**src/rtl/lrp_pkg.sv**
```systemverilog
package lrp_pkg;

   // Field widths of one request beat and one response beat
   localparam int CMD_W    = 3;
   localparam int STATE_W  = 6;
   localparam int SYM_W    = 5;
   localparam int NT_W     = 4;
   localparam int KIND_W   = 2;
   localparam int TGT_W    = 6;
   localparam int LEN_W    = 4;
   localparam int STATUS_W = 3;
   localparam int RED_W    = 8;

   localparam int REQ_DATA_W = 32;
   localparam int RSP_DATA_W = 16;

   // Default table and stack sizes
   localparam int DEF_STATE_COUNT       = 64;
   localparam int DEF_TERMINAL_COUNT    = 32;
   localparam int DEF_NONTERMINAL_COUNT = 16;
   localparam int DEF_RULE_COUNT        = 64;
   localparam int DEF_STACK_DEPTH       = 64;
   localparam int DEF_MAX_RHS           = 8;

   // Request commands
   localparam logic [CMD_W-1:0] CMD_TOKEN   = 3'd0;
   localparam logic [CMD_W-1:0] CMD_WR_ACT  = 3'd1;
   localparam logic [CMD_W-1:0] CMD_WR_GOTO = 3'd2;
   localparam logic [CMD_W-1:0] CMD_WR_RULE = 3'd3;
   localparam logic [CMD_W-1:0] CMD_START   = 3'd4;

   // Action kinds
   localparam logic [KIND_W-1:0] KIND_ERROR  = 2'd0;
   localparam logic [KIND_W-1:0] KIND_SHIFT  = 2'd1;
   localparam logic [KIND_W-1:0] KIND_REDUCE = 2'd2;
   localparam logic [KIND_W-1:0] KIND_ACCEPT = 2'd3;

   // Response status codes
   localparam logic [STATUS_W-1:0] STATUS_DONE    = 3'd0;
   localparam logic [STATUS_W-1:0] STATUS_SHIFTED = 3'd1;
   localparam logic [STATUS_W-1:0] STATUS_ACCEPT  = 3'd2;
   localparam logic [STATUS_W-1:0] STATUS_REJECT  = 3'd3;
   localparam logic [STATUS_W-1:0] STATUS_FAULT   = 3'd4;

   typedef enum logic [2:0] {
      OP_TOKEN,
      OP_WR_ACT,
      OP_WR_GOTO,
      OP_WR_RULE,
      OP_START,
      OP_NOP
   } op_type;

   // One classified request held in the queue
   typedef struct packed {
      op_type              op;
      logic                in_range;
      logic [STATE_W-1:0]  table_state;
      logic [SYM_W-1:0]    symbol;
      logic [NT_W-1:0]     nonterminal;
      logic [KIND_W-1:0]   action_kind;
      logic [TGT_W-1:0]    target;
      logic [LEN_W-1:0]    rhs_length;
   } item_type;

   // Queue status seen by the engine
   typedef struct packed {
      logic     valid;
      item_type item;
   } queue_head_type;

endpackage

```
**src/rtl/lrp_front.sv**
```systemverilog
module lrp_front #(
   parameter int STATE_COUNT       = lrp_pkg::DEF_STATE_COUNT,
   parameter int TERMINAL_COUNT    = lrp_pkg::DEF_TERMINAL_COUNT,
   parameter int NONTERMINAL_COUNT = lrp_pkg::DEF_NONTERMINAL_COUNT,
   parameter int RULE_COUNT        = lrp_pkg::DEF_RULE_COUNT
) (
   input  logic                              clock,
   input  logic                              reset,
   input  logic                              req_tvalid,
   output logic                              req_tready,
   input  logic [lrp_pkg::REQ_DATA_W-1:0]    req_tdata,
   input  logic [lrp_pkg::CMD_W-1:0]         req_tuser,
   input  logic                              pop,
   output lrp_pkg::queue_head_type           head
);

   lrp_pkg::item_type cls;
   lrp_pkg::item_type q_ff [2];
   logic              rd_ff, rd_in, wr_ff, wr_in;
   logic [1:0]        cnt_ff, cnt_in;
   logic              push;

   // Unpack and classify the incoming beat
   always_comb begin
      cls.table_state = req_tdata[5:0];
      cls.symbol      = req_tdata[10:6];
      cls.nonterminal = req_tdata[14:11];
      cls.action_kind = req_tdata[16:15];
      cls.target      = req_tdata[22:17];
      cls.rhs_length  = req_tdata[26:23];
      cls.in_range    = 1'b0;
      case (req_tuser)
         lrp_pkg::CMD_TOKEN: begin
            cls.op = lrp_pkg::OP_TOKEN;
         end
         lrp_pkg::CMD_WR_ACT: begin
            cls.op       = lrp_pkg::OP_WR_ACT;
            cls.in_range = (int'(cls.table_state) < STATE_COUNT)
                        && (int'(cls.symbol) < TERMINAL_COUNT);
         end
         lrp_pkg::CMD_WR_GOTO: begin
            cls.op       = lrp_pkg::OP_WR_GOTO;
            cls.in_range = (int'(cls.table_state) < STATE_COUNT)
                        && (int'(cls.nonterminal) < NONTERMINAL_COUNT);
         end
         lrp_pkg::CMD_WR_RULE: begin
            cls.op       = lrp_pkg::OP_WR_RULE;
            cls.in_range = int'(cls.target) < RULE_COUNT;
         end
         lrp_pkg::CMD_START: begin
            cls.op = lrp_pkg::OP_START;
         end
         default: begin
            cls.op = lrp_pkg::OP_NOP;
         end
      endcase
   end

   assign req_tready = (cnt_ff != 2'd2);
   assign push       = req_tvalid && req_tready;
   assign head.valid = (cnt_ff != 2'd0);
   assign head.item  = q_ff[rd_ff];

   always_comb begin
      rd_in  = rd_ff ^ pop;
      wr_in  = wr_ff ^ push;
      cnt_in = cnt_ff + {1'b0, push} - {1'b0, pop};
   end

   always_ff @(posedge clock) begin
      if (reset) begin
         rd_ff  <= 1'b0;
         wr_ff  <= 1'b0;
         cnt_ff <= 2'd0;
      end else begin
         rd_ff  <= rd_in;
         wr_ff  <= wr_in;
         cnt_ff <= cnt_in;
      end
      if (push) begin
         q_ff[wr_ff] <= cls;
      end
   end

endmodule

```
**config.mk**
```make
export PLATFORM = sky130hd
export DESIGN_NAME = lrp_front
export DESIGN_NICKNAME = d
export VERILOG_FILES = /design/src/rtl/lrp_pkg.sv /design/src/rtl/lrp_front.sv
export SDC_FILE = /design/constraint.sdc
export NUM_CORES = 1
export LEC_CHECK = 0
export ABC_AREA = 0
export BUFFER_PORTS_ARGS = -buffer_cell sky130_fd_sc_hd__clkbuf_2
export CORE_ASPECT_RATIO = 1.25
export CORE_MARGIN = 1
export CORE_UTILIZATION = 51
export DETAILED_ROUTE_END_ITERATION = 8
export PLACE_DENSITY = 0.79
export SLEW_MARGIN = 25
export SYNTH_ARGS = -nofsm -noshare
export SYNTH_HDL_FRONTEND = slang
export SYNTH_SLANG_ARGS = --single-unit
export TNS_END_PERCENT = 100
```
**constraint.sdc**
```tcl
create_clock -name clock -period 3 [get_ports clock]
set_input_delay 0.15 -clock clock [delete_from_list [all_inputs] [get_ports clock]]
set_output_delay 0.15 -clock clock [all_outputs]
set_load 0.05 [all_outputs]
```
# --- Word level (Yosys, flattened, before mapping) ---
# Memories as Yosys holds them, arrays and structs flattened. A register that Yosys moved wholly into a read port is not among the register bits.
# Index checks and enable logic that the tools add are counted.
totals:
  ff_bits: 4
  ram_bits: 62
  out_inout_bits: 33
  word_cells: 22
  n_memories: 1
op_classes:
  n_addsub: 2
  eq_ne: 5
  n_mux: 5
  bitwise_logic: 2
  reduce_logical: 4
mem_list:
  columns: ["name", "depth", "width", "read_ports", "rd_ports_with_merged_regs", "write_ports", "line_no", "source"]
  rows:
  - ["q_ff", 2, 31, 1, 1, 1, "lrp_front.sv:18", "lrp_pkg::item_type q_ff [2];"]
ops:
  columns: ["op", "count"]
  rows:
  - ["$pmux W3 S5", 1]
  - ["$eq A3 B2 Y1 const B", 2]
  - ["$mux W1", 4]
  - ["$eq A3 B1 Y1 const B", 1]
  - ["$eq A3 B3 Y1 const B", 1]
  - ["$logic_not A3 Y1", 1]
  - ["$reduce_or A3 Y1", 1]
  - ["$add A2 B1 Y2", 1]
  - ["$ne A2 B2 Y1 const B", 1]
  - ["$reduce_bool A2 Y1", 1]
  - ["$sub A2 B1 Y2", 1]
  - ["$xor A1 B1 Y1", 2]
  - ["$logic_and A1 B1 Y1", 1]

# --- Logic depth before layout (Yosys ltp) ---
# Gate-level depths: netlist (run 1).
depth:
  ltp_word: 4
  ltp_mapped: 6

# --- Worst setup path before layout (run 1) ---
# OpenSTA, ideal clock, no wires.
synth_path:
  kind: "register to register"
  startpoint: "register cnt_ff[0]"
  endpoint: "memory q_ff[1][0] (netlist bit) (enable)"
  setup_time_ps: 419
  t_arrival_ps: 2322
  required_ps: 2581
  path_slack_ps: 259
  path_stages_with_launch: 4
  n_path_buf: 0
  path_cell_list: "dfxtp_1 > nand2b_1 > nand2_1 > nor2_1"
synth_via:
  elab_chain_cells: 4
synth_lines:
  columns: ["item", "line_no", "source"]
  rows:
  - ["start, declared", "lrp_front.sv:20", "logic [1:0] cnt_ff, cnt_in;"]
  - ["start signal, assigned", "lrp_front.sv:78", "cnt_ff <= cnt_in;"]
  - ["$ne A2 B2 Y1", "lrp_front.sv:59", "assign req_tready = (cnt_ff != 2'd2);"]
  - ["net req_tready", "lrp_front.sv:10", "output logic req_tready,"]
  - ["$logic_and A1 B1 Y1", "lrp_front.sv:60", "assign push = req_tvalid && req_tready;"]
  - ["$mux W1", "lrp_front.sv:80", "if (push) begin"]
  - ["$mux W1 (not written as such)", "lrp_front.sv:81", "q_ff[wr_ff] <= cls;"]
  - ["end, declared", "lrp_front.sv:18", null]
# The timed path passes the listed nets, and every way through them passes these cells.

# --- Final worst setup path (run 1) ---
layout_path:
  startpoint: "register cnt_ff[0]"
  endpoint: "memory q_ff[0][1] (netlist bit) (enable)"
layout_via:
  elab_chain_cells: 4
layout_lines:
  columns: ["item", "line_no"]
  rows:
  - ["$ne A2 B2 Y1", "lrp_front.sv:59"]
  - ["$logic_and A1 B1 Y1", "lrp_front.sv:60"]
  - ["$mux W1", "lrp_front.sv:80"]
  - ["$mux W1 (not written as such)", "lrp_front.sv:81"]
# Every way passes these cells.

==> summary.txt, run 1 <==
Layout area overhead - 31.0%
final number of max-transition violations - 0
Layout Nets - 256
Max Root-Sink Buffers - 2
via count of the first global-routing pass - 1404
Avg Vias per Cell - 4.87
reg2reg start - cnt_ff[0]
worst setup skew after layout - 2.93 ps
Setup Total Neg Slack - 0 ps
core area - 4530 sq um
Clk pin slew, worst setup/hold paths - 70 ps
initial core utilization - 54.5%
power per unit of standard cell area - 747 nW/um^2
clock insertion delay at the later pin of the skew report - 330 ps
Max Clk Rate - 0.502 GHz
synth warn - 0
count of different cell masters after synthesis - 19
number of ports placed on the die boundary - 72
number of clock sinks - 66
first-pass GRT wire length - 6.40 mm
remaining global-route overflow - 0
Mapped Cells - 125
Reg2Reg Capture Point - q_ff[0][1]
die area - 5120 sq um
via count - 1354
largest net degree at the start of global routing - 32
sequential-to-total area share from yosys stat - 78.7%
overall die width - 64.2 microns
peak supply drop - 0.000449 V
max_slew headroom - 41.6%
commonest non-fill, non-tap cell in the layout - sky130_fd_sc_hd__clkbuf_2
Max-Cap Viols - 0
Residual DRC - 0
clock buffers created by TritonCTS - 9
CP Max Fanout - 16
number of inserted diodes - 0
portion of the clock cycle consumed by the worst path in the final layout - 66.3%
worst reg2reg setup slack - 1010 ps
CTS-repair resized insts - 0
leading cell types in the layout, fill and taps excluded - sky130_fd_sc_hd__clkbuf_2 (66), sky130_fd_sc_hd__edfxtp_1 (62), sky130_fd_sc_hd__mux2_1 (32), sky130_fd_sc_hd__dlygate4sd3_1 (15), sky130_fd_sc_hd__clkbuf_8 (9)
overall routed net length - 4.07 mm
launching element type of the critical path - register
Period minus WS final - 1990 ps
Net Count, Synth - 166
number of setup violations in the final report - 0
slew at the pin closest to its max-slew limit - 874 ps
number of buffer cells added on primary ports - 66
routed length per instance - 14.7 microns
y dimension of the die - 79.8 microns
RSZ-0062 raised after global routing - no
Critical Path Start - cnt_ff[0]
num rows - 27
number of nets with antenna violations after detailed routing - 0
count of final hold-check violations - 0
Final HPWL DP - 2.59 mm
number of antenna violations at the first check in global routing - 0
Tot GR Track Use - 17.7%
run status - finished clean
detailed-routing iteration count for the pre-antenna-repair pass - 4
share of cells above drive strength 1 - 38.6%
hold-critical path depth - 1
type of the most critical hold path - in2reg
total leakage power - 1.27 nW
type of the worst setup path - reg2reg
kind of end point of the critical path - register
gpl congestion - 0.620
CTS tree - built
Iter 0 DRT Violations - 31
Final Power - 2.42 mW
number of flip-flops and latches in the synthesized netlist - 66
arrival time at the worst endpoint - 2020 ps
mean area per synthesized cell - 19.7 sq um
critical path endpoint - q_ff[0][1]
WP data required - 3030 ps
Post-Synthesis Cell Area - 2470 sq um
clock root buffer - sky130_fd_sc_hd__clkbuf_8
H-tree lvl count - 3
cell depth of the worst flop-to-flop path - 5
-- layout make-up --
type | count | area, sq um
Clock buffer | 10 | 128
Clock inverter | 6 | 81.3
Fill cell | 295 | 1290
Inverter | 2 | 7.51
Multi-Input combinational cell | 52 | 500
Sequential cell | 66 | 1940
Tap cell | 58 | 72.6
Timing Repair Buffer | 84 | 503
-- worst min path at each step --
stage | start | slack [ps] | to
4_1_cts | req_tdata[19] | 0.4 | q_ff[1][6]
2_1_floorplan | reset | 220 | wr_ff
6_report | req_tdata[19] | 10 | q_ff[1][6]
5_1_grt | req_tdata[2] | 2 | q_ff[0][23]
3_5_place_dp | req_tdata[22] | 340 | q_ff[0][9]
3_3_place_gp | req_tdata[1] | 340 | q_ff[0][22]
-- state kept, by name, summed over array words and instances, names as in the netlist --
| name | cells |
|---|---|
| cnt_ff | 2 |
| q_ff | 62 |
| rd_ff | 1 |
| wr_ff | 1 |
-- critical path, cell delays in order (launching register included) --
cell	delay [ps]
sky130_fd_sc_hd__dfxtp_1	360
sky130_fd_sc_hd__nand2b_1	150
sky130_fd_sc_hd__nand2_1	130
sky130_fd_sc_hd__inv_1	90
sky130_fd_sc_hd__ha_1	630
sky130_fd_sc_hd__buf_4	320
-- routing by layer --
layer	vias to the layer above	GRT usage (%)	wire length, microns
met4	0	9.33	77
met3	8	6.57	245
met2	48	29.6	2170
met1	643	19.5	1580
li1	655	-	-
met5	-	0	0
-- synthesized netlist by cell type --
library cell               number  area [sq um]
sky130_fd_sc_hd__and2b_2        1          8.76
sky130_fd_sc_hd__or2_1          1          6.26
sky130_fd_sc_hd__nand2_1        1          3.75
sky130_fd_sc_hd__edfxtp_1      62          1860
sky130_fd_sc_hd__nand2b_1       1          6.26
sky130_fd_sc_hd__buf_2          3          15.0
sky130_fd_sc_hd__xnor2_1        2          17.5
sky130_fd_sc_hd__buf_4          1          7.51
sky130_fd_sc_hd__nor3b_1        1          7.51
sky130_fd_sc_hd__a21bo_1        1          10.0
sky130_fd_sc_hd__clkbuf_1       1          3.75
sky130_fd_sc_hd__nor2_1         6          22.5
sky130_fd_sc_hd__mux2_1        32           360
sky130_fd_sc_hd__a21o_1         1          7.51
sky130_fd_sc_hd__a21oi_1        1          5.00
sky130_fd_sc_hd__ha_1           2          25.0
sky130_fd_sc_hd__dfxtp_1        4          80.1
sky130_fd_sc_hd__inv_1          2          7.51
sky130_fd_sc_hd__nor2b_1        2          12.5
-- cell families after synthesis --
logic type,synth area share [%]
adders and majority gates,1.01
xor gates and xnor gates,0.710
DFF,78.7
muxes,14.6
AOI/OAI and AO/OA,0.912
buffers and inverters,1.37
and+or+nand+nor,2.74
-- per-stage QoR --
stage / util (%) / cells / area (sq um) / setup WS, ps / hold WS, ps
floorplan: - / 125 / 2470 / 259 / 217
global placement: 63.5 / 247 / 2880 / 1080 / 341
detailed placement: 63.5 / 247 / 2880 / 978 / 343
CTS: 70.8 / 275 / 3200 / 968 / 0.379
global route: 71.4 / 278 / 3230 / 879 / 2.38
finish: 71.4 / 278 / 3230 / 1010 / 11.8
-- what timing repair did --
action,in CTS,in global routing
hold buffers,12,3
buffers inserted,0,0
hold endpoints to repair,23,5
-- power breakdown --
part	switching, mW	internal [mW]
logic	0.373	0.138
registers	0.0215	1.11
clock network	0.308	0.462
total	0.703	1.71
(Power assumes the default switching activity.)
==> inputs of run 2 (changes only) <==
ABC_AREA = 1   (was 0)
CORE_UTILIZATION = 46   (was 51)
PLACE_DENSITY = 0.74   (was 0.79)
clock period = 1.7 ns   (was 3 ns; I/O delays follow)
==> run 2 against run 1 <==
Net effect:
- first-iteration DRC count increased to 2.8 times the previous value
- non-clock buffer count increased by 16
- clock-buffer cell count decreased by 1
- setup slack got worse by 930 ps
- critical path depth decreased by 2
- sequential share of layout area decreased by 5.6 points
- design area increased by 10%
- largest cell class unchanged
==> summary.txt, run 2 <==
run status - finished clean
gpl congestion - 0.710
kind of end point of the critical path - output pin
count of different cell masters after synthesis - 14
arrival time at the worst endpoint - 1530 ps
number of ports placed on the die boundary - 72
Layout Nets - 280
clock buffers created by TritonCTS - 9
worst reg2reg setup slack - 270 ps
via count of the first global-routing pass - 1425
CP Max Fanout - 20
number of nets with antenna violations after detailed routing - 0
detailed-routing iteration count for the pre-antenna-repair pass - 4
remaining global-route overflow - 0
portion of the clock cycle consumed by the worst path in the final layout - 95.3%
H-tree lvl count - 3
flip-flop count of the largest register after layout - 62
Most flops, register - q_ff
combined buffer and inverter count along the critical path - 2
overall routed net length - 4.01 mm
cell depth of the worst flop-to-flop path - 11
initial core utilization - 48.2%
power per unit of standard cell area - 1260 nW/um^2
first-pass GRT wire length - 6.51 mm
max_slew headroom - 80.3%
slew at the pin closest to its max-slew limit - 297 ps
mean area per synthesized cell - 19.7 sq um
Reg2Reg Capture Point - cnt_ff[1]
Iter 0 DRT Violations - 88
number of setup violations in the final report - 0
overall die width - 69.5 microns
area of the multi-input gates - 599 sq um
fill cell count - 373
number of flip-flops and latches in the synthesized netlist - 66
type of the worst setup path - reg2out
post-synth top area share - 71.0%
commonest non-fill, non-tap cell in the layout - sky130_fd_sc_hd__clkbuf_2
CTS tree - built
final number of max-transition violations - 0
Max Root-Sink Buffers - 2
num rows - 30
Net Count, Synth - 174
peak supply drop - 0.000678 V
worst hold slack - 58.8 ps
WP depth - 3
number of antenna violations at the first check in global routing - 0
largest net degree at the start of global routing - 32
critical path endpoint - head[29]
Avg Vias per Cell - 4.66
Max Clk Rate - 0.617 GHz
routed length per instance - 13.0 microns
most used standard cells in the synthesized netlist - sky130_fd_sc_hd__edfxtp_1 (62), sky130_fd_sc_hd__mux2_4 (29), sky130_fd_sc_hd__inv_1 (9), sky130_fd_sc_hd__nand2_1 (9), sky130_fd_sc_hd__nor2_1 (6)
launching element type of the critical path - register
number of inserted diodes - 0
sequential-to-total area share from yosys stat - 74.0%
fraction of registers with async set or reset after synthesis - 0%
Final HPWL DP - 2.55 mm
Residual DRC - 0
type of the most critical hold path - in2reg
Mapped Cells - 133
crit-path cells - buf_12 -> mux2_4 -> clkbuf_2
via count - 1435
dominant cell by count in the synthesized netlist - sky130_fd_sc_hd__edfxtp_1
core area - 5440 sq um
worst setup skew after layout - 7.20 ps
Clk pin slew, worst setup/hold paths - 70 ps
total area of sequential cells - 1950 sq um
number of clock sinks - 66
clock root buffer - sky130_fd_sc_hd__clkbuf_8
Layout area overhead - 36.2%
Max-Cap Viols - 0
y dimension of the die - 86.4 microns
synth top area cells - sky130_fd_sc_hd__edfxtp_1 (71%), sky130_fd_sc_hd__mux2_4 (17%), sky130_fd_sc_hd__dfxtp_1 (3.1%), sky130_fd_sc_hd__buf_12 (2.3%), sky130_fd_sc_hd__inv_1 (1.3%)
Setup Total Neg Slack - 0 ps
leading cell types in the layout, fill and taps excluded - sky130_fd_sc_hd__clkbuf_2 (66), sky130_fd_sc_hd__edfxtp_1 (62), sky130_fd_sc_hd__mux2_4 (29), sky130_fd_sc_hd__dlygate4sd3_1 (29)
CP max stage delay - 430 ps
Critical Path Start - rd_ff
main flop type after synthesis - sky130_fd_sc_hd__edfxtp_1
count of final hold-check violations - 0
highest-delay cell along the critical path - sky130_fd_sc_hd__dfxtp_4
Top Registers - q_ff x62, cnt_ff x2
number of enable-type register cells in the synthesized netlist - 62
number of buffer cells added on primary ports - 66
clock insertion delay at the later pin of the skew report - 330 ps
Post-Synthesis Cell Area - 2620 sq um
reg2reg start - cnt_ff[0]
die area - 6010 sq um
cell family contributing the most delay on the critical path - buffers and inverters
cell taking the most area after synthesis - sky130_fd_sc_hd__edfxtp_1
HP Start - req_tuser[0]
share of cells above drive strength 1 - 49.6%
WP data required - 1620 ps
Tot GR Track Use - 14.6%
total leakage power - 1.48 nW
Period minus WS final - 1620 ps
RSZ-0062 raised after global routing - no
synth warn - 0
-- run 2: how the worst min path moves through the flow --
stage / slack [ps] / endpoint / depth (start not counted)
2_1_floorplan: 150 / wr_ff / 1
3_3_place_gp: 270 / q_ff[0][18] / 1
3_5_place_dp: 280 / q_ff[1][21] / 1
4_1_cts: 40 / q_ff[0][28] / 3
5_1_grt: 60 / q_ff[1][28] / 3
6_report: 60 / q_ff[1][28] / 3
-- run 2: where the power goes --
group	total, mW	switching, mW	internal [mW]
Clock	1.39	0.567	0.822
Combinational	1.08	0.698	0.385
Sequential	2.02	0.0498	1.97
Total	4.49	1.31	3.17
-- run 2: stage by stage --
step | util, % | area, sq um | power, mW | std cells | worst slack [ps]
floorplan | - | 2650 | 2.88 | 133 | 72.4
global placement | 56.3 | 3060 | 3.08 | 263 | 311
detailed placement | 56.3 | 3060 | 3.10 | 263 | 256
CTS | 65.6 | 3570 | 4.56 | 308 | 32.5
global route | 65.6 | 3570 | 4.66 | 308 | 5.45
finish | 65.6 | 3570 | 4.49 | 308 | 80.4
-- run 2: kinds of logic (layout without fill, tap and decap cells) --
kind of cell,Yosys count,in the layout,synth area share [%]
AOI/OAI and AO/OA,2,2,0.382
xor gates and xnor gates,2,2,0.668
adders and majority gates,2,2,0.954
buffers and inverters,14,125,4.15
DFF,66,66,74.0
muxes,31,31,17.5
and+or+nand+nor,16,16,2.34
-- run 2: tightest hold or removal path: cells and delay by family --
kind | cells | cell delay (ps)
buf+inv | 2 | 110
simple gates | 1 | 70
-- run 2: timing repair --
item	CTS	global route
resized for setup	1	0
setup buffers	0	0
endpoints found under the setup margin	26	0
endpoints found under the hold margin	59	0
hold buffers	29	0
-- run 2: layer usage --
metal | global-route usage (%) | routed length, microns | vias to the layer above
li1 | - | - | 710
met1 | 16.4 | 1650 | 674
met2 | 24.8 | 2120 | 45
met3 | 5.23 | 175 | 6
met4 | 7.24 | 64 | 0
met5 | 0 | 0 | -
-- run 2: cell type report --
type | instances | area share, %
Clock buffer | 9 | 3.47
Clock inverter | 7 | 2.63
Inverter | 9 | 0.946
Multi-Input combinational cell | 53 | 16.8
Sequential cell | 66 | 54.5
Tap cell | 64 | 2.24
Timing Repair Buffer | 100 | 19.5
==> inputs of run 3 (changes only) <==
CORE_UTILIZATION = 51   (was 46)
PLACE_DENSITY = 0.78   (was 0.74)
clock period = 1.5 ns   (was 1.7 ns; I/O delays follow)
==> run 3 against run 2 <==
Net effect:
- global-route usage grew 4.5 points
- register-to-register slack got worse by 160 ps
- clock power up 15%
- largest power group unchanged
- setup slack worse by 69 ps
- design area increased by 3.9%
- sequential share of layout area down 2.0 points
- final cell count decreased by 0.97%
- via count increased by 2.9%
- core utilization up 11 points
- total power grew 18%
- critical path depth is the same
==> summary.txt, run 3 (synthesized netlist as in run 2, its figures left out) <==
global routing usage on met3 - 2.75%
power per unit of standard cell area - 1420 nW/um^2
run status - finished clean
Final HPWL DP - 2.98 mm
num rows - 28
Avg Vias per Cell - 4.84
number of inserted diodes - 0
Global Route met1 Usage - 19.8%
clock buffers created by TritonCTS - 9
clock root buffer - sky130_fd_sc_hd__clkbuf_8
clock insertion delay at the later pin of the skew report - 330 ps
number of nets with antenna violations after detailed routing - 0
core area - 4830 sq um
Iter 0 DRT Violations - 60
die area - 5440 sq um
share of cells above drive strength 1 - 51.0%
worst setup skew after layout - 6.98 ps
number of antenna violations at the first check in global routing - 0
Tot GR Track Use - 19.1%
Sequential Power Share - 43.5%
WP data required - 1420 ps
Max-Cap Viols - 0
via count of the first global-routing pass - 1538
leading cell types in the layout, fill and taps excluded - sky130_fd_sc_hd__edfxtp_1 (62), sky130_fd_sc_hd__clkbuf_2 (35), sky130_fd_sc_hd__mux2_4 (29), sky130_fd_sc_hd__dlygate4sd3_1 (29), sky130_fd_sc_hd__buf_4 (21)
Top Registers - q_ff x62, cnt_ff x2
kind of end point of the critical path - output pin
number of setup violations in the final report - 0
Clk pin slew, worst setup/hold paths - 80 ps
Layout Nets - 281
type of the most critical hold path - in2reg
Period minus WS final - 1490 ps
global-route track usage on met2 - 35.5%
largest net degree at the start of global routing - 32
slew at the pin closest to its max-slew limit - 279 ps
launching element type of the critical path - register
overall die width - 66.1 microns
Int Pwr - 3.71 mW
share of power burned in combinational logic - 26.1%
Max Root-Sink Buffers - 2
number of clock sinks - 66
total net switching power - 1.57 mW
flip-flop count of the largest register after layout - 62
Max Clk Rate - 0.672 GHz
Residual DRC - 0
y dimension of the die - 82.2 microns
number of buffer cells added on primary ports - 66
detailed-routing iteration count for the pre-antenna-repair pass - 4
peak supply drop - 0.000881 V
gpl congestion - 0.662
final number of max-transition violations - 0
type of the worst setup path - reg2out
via count - 1476
initial core utilization - 54.2%
routed length per instance - 16.0 microns
max_slew headroom - 81.5%
arrival time at the worst endpoint - 1410 ps
count of final hold-check violations - 0
CP Max Fanout - 17
number of ports placed on the die boundary - 72
post-layout utilization of the core - 76.7%
portion of total power attributed to the clock network - 30.4%
overall routed net length - 4.87 mm
RSZ-0062 raised after global routing - yes
Most flops, register - q_ff
CTS tree - built
H-tree lvl count - 3
first-pass GRT wire length - 7.16 mm
total leakage power - 1.52 nW
commonest non-fill, non-tap cell in the layout - sky130_fd_sc_hd__edfxtp_1
dpl cells - 258
switching portion of total power - 29.7%
most heavily used metal layer in global routing - met2
Finished Layout Cells - 305
portion of the clock cycle consumed by the worst path in the final layout - 99.3%
Layout area overhead - 41.5%
remaining global-route overflow - 0
Final Power - 5.27 mW
==> run 3: cell count changes in the layout (fill, tap and decap cells not counted) <==
cell and delta:
sky130_fd_sc_hd__clkbuf_4 +8, sky130_fd_sc_hd__buf_4 +19, sky130_fd_sc_hd__clkbuf_8 +2, sky130_fd_sc_hd__nand2_8 +1, sky130_fd_sc_hd__nand2_1 -1, sky130_fd_sc_hd__inv_1 -1, sky130_fd_sc_hd__dfxtp_2 +1, sky130_fd_sc_hd__clkbuf_2 -31
sky130_fd_sc_hd__inv_2 +1, sky130_fd_sc_hd__dfxtp_1 -1, sky130_fd_sc_hd__buf_12 +1, sky130_fd_sc_hd__buf_8 +2
==> run 3: repair_timing <==
item / CTS / global route
setup endpoints to repair: 31 / 54
setup buffers: 0 / 2
hold buffers: 29 / 0
endpoints found under the hold margin: 59 / 0
resized for setup: 35 / 22
==> run 3: path summary, 6_finish.rpt <==
kind / start / end / slack [ps] / depth (start not counted)
worst max-delay path: rd_ff / head[0] / 10 / 3
worst min-delay path: req_tuser[0] / q_ff[1][28] / 60 / 3
worst max register to register: cnt_ff[0] / cnt_ff[1] / 110 / 11
worst min register to register: cnt_ff[0] / cnt_ff[0] / 640 / 3
==> run 3: metrics by stage <==
step / setup TNS (ps) / cell area (sq um) / setup slack, ps / hold WS [ps]
floorplan: 0 / 2670 / 5.96 / 142
global placement: 0 / 3070 / 109 / 265
detailed placement: 0 / 3070 / 56.2 / 268
CTS: -8.75 / 3670 / -8.75 / 47.8
global route: -41.5 / 3710 / -26.8 / 53.4
finish: 0 / 3710 / 11.2 / 62.3
==> run 3: per-layer routing <==
metal  wire, microns  share of wire, %
met5               0                 0
met4              79               1.6
met3             165               3.4
met2            2740                56
met1            1880                39
==> run 3: cell type report <==
class                           instances  area [sq um]
Clock inverter                          7          93.8
Timing Repair Buffer                  101           821
Fill cell                             270          1120
Multi-Input combinational cell         53           616
Tap cell                               60          75.1
Clock buffer                            9           124
Inverter                                9          33.8
Sequential cell                        66          1950
==> run 3: critical path: stages, from the launching register on <==
cell and delay (ps):
sky130_fd_sc_hd__dfxtp_4 370, sky130_fd_sc_hd__buf_12 180, sky130_fd_sc_hd__mux2_2 360, sky130_fd_sc_hd__clkbuf_8 180
==> run 3: power groups by stage <==
stage	logic, mW	registers, mW	clock network [mW]
after floorplan	0.969	2.31	0
after global placement	1.17	2.31	0
after detailed placement	1.20	2.33	0
after CTS	1.34	2.29	1.62
after global routing	1.45	2.31	1.70
final	1.38	2.29	1.60
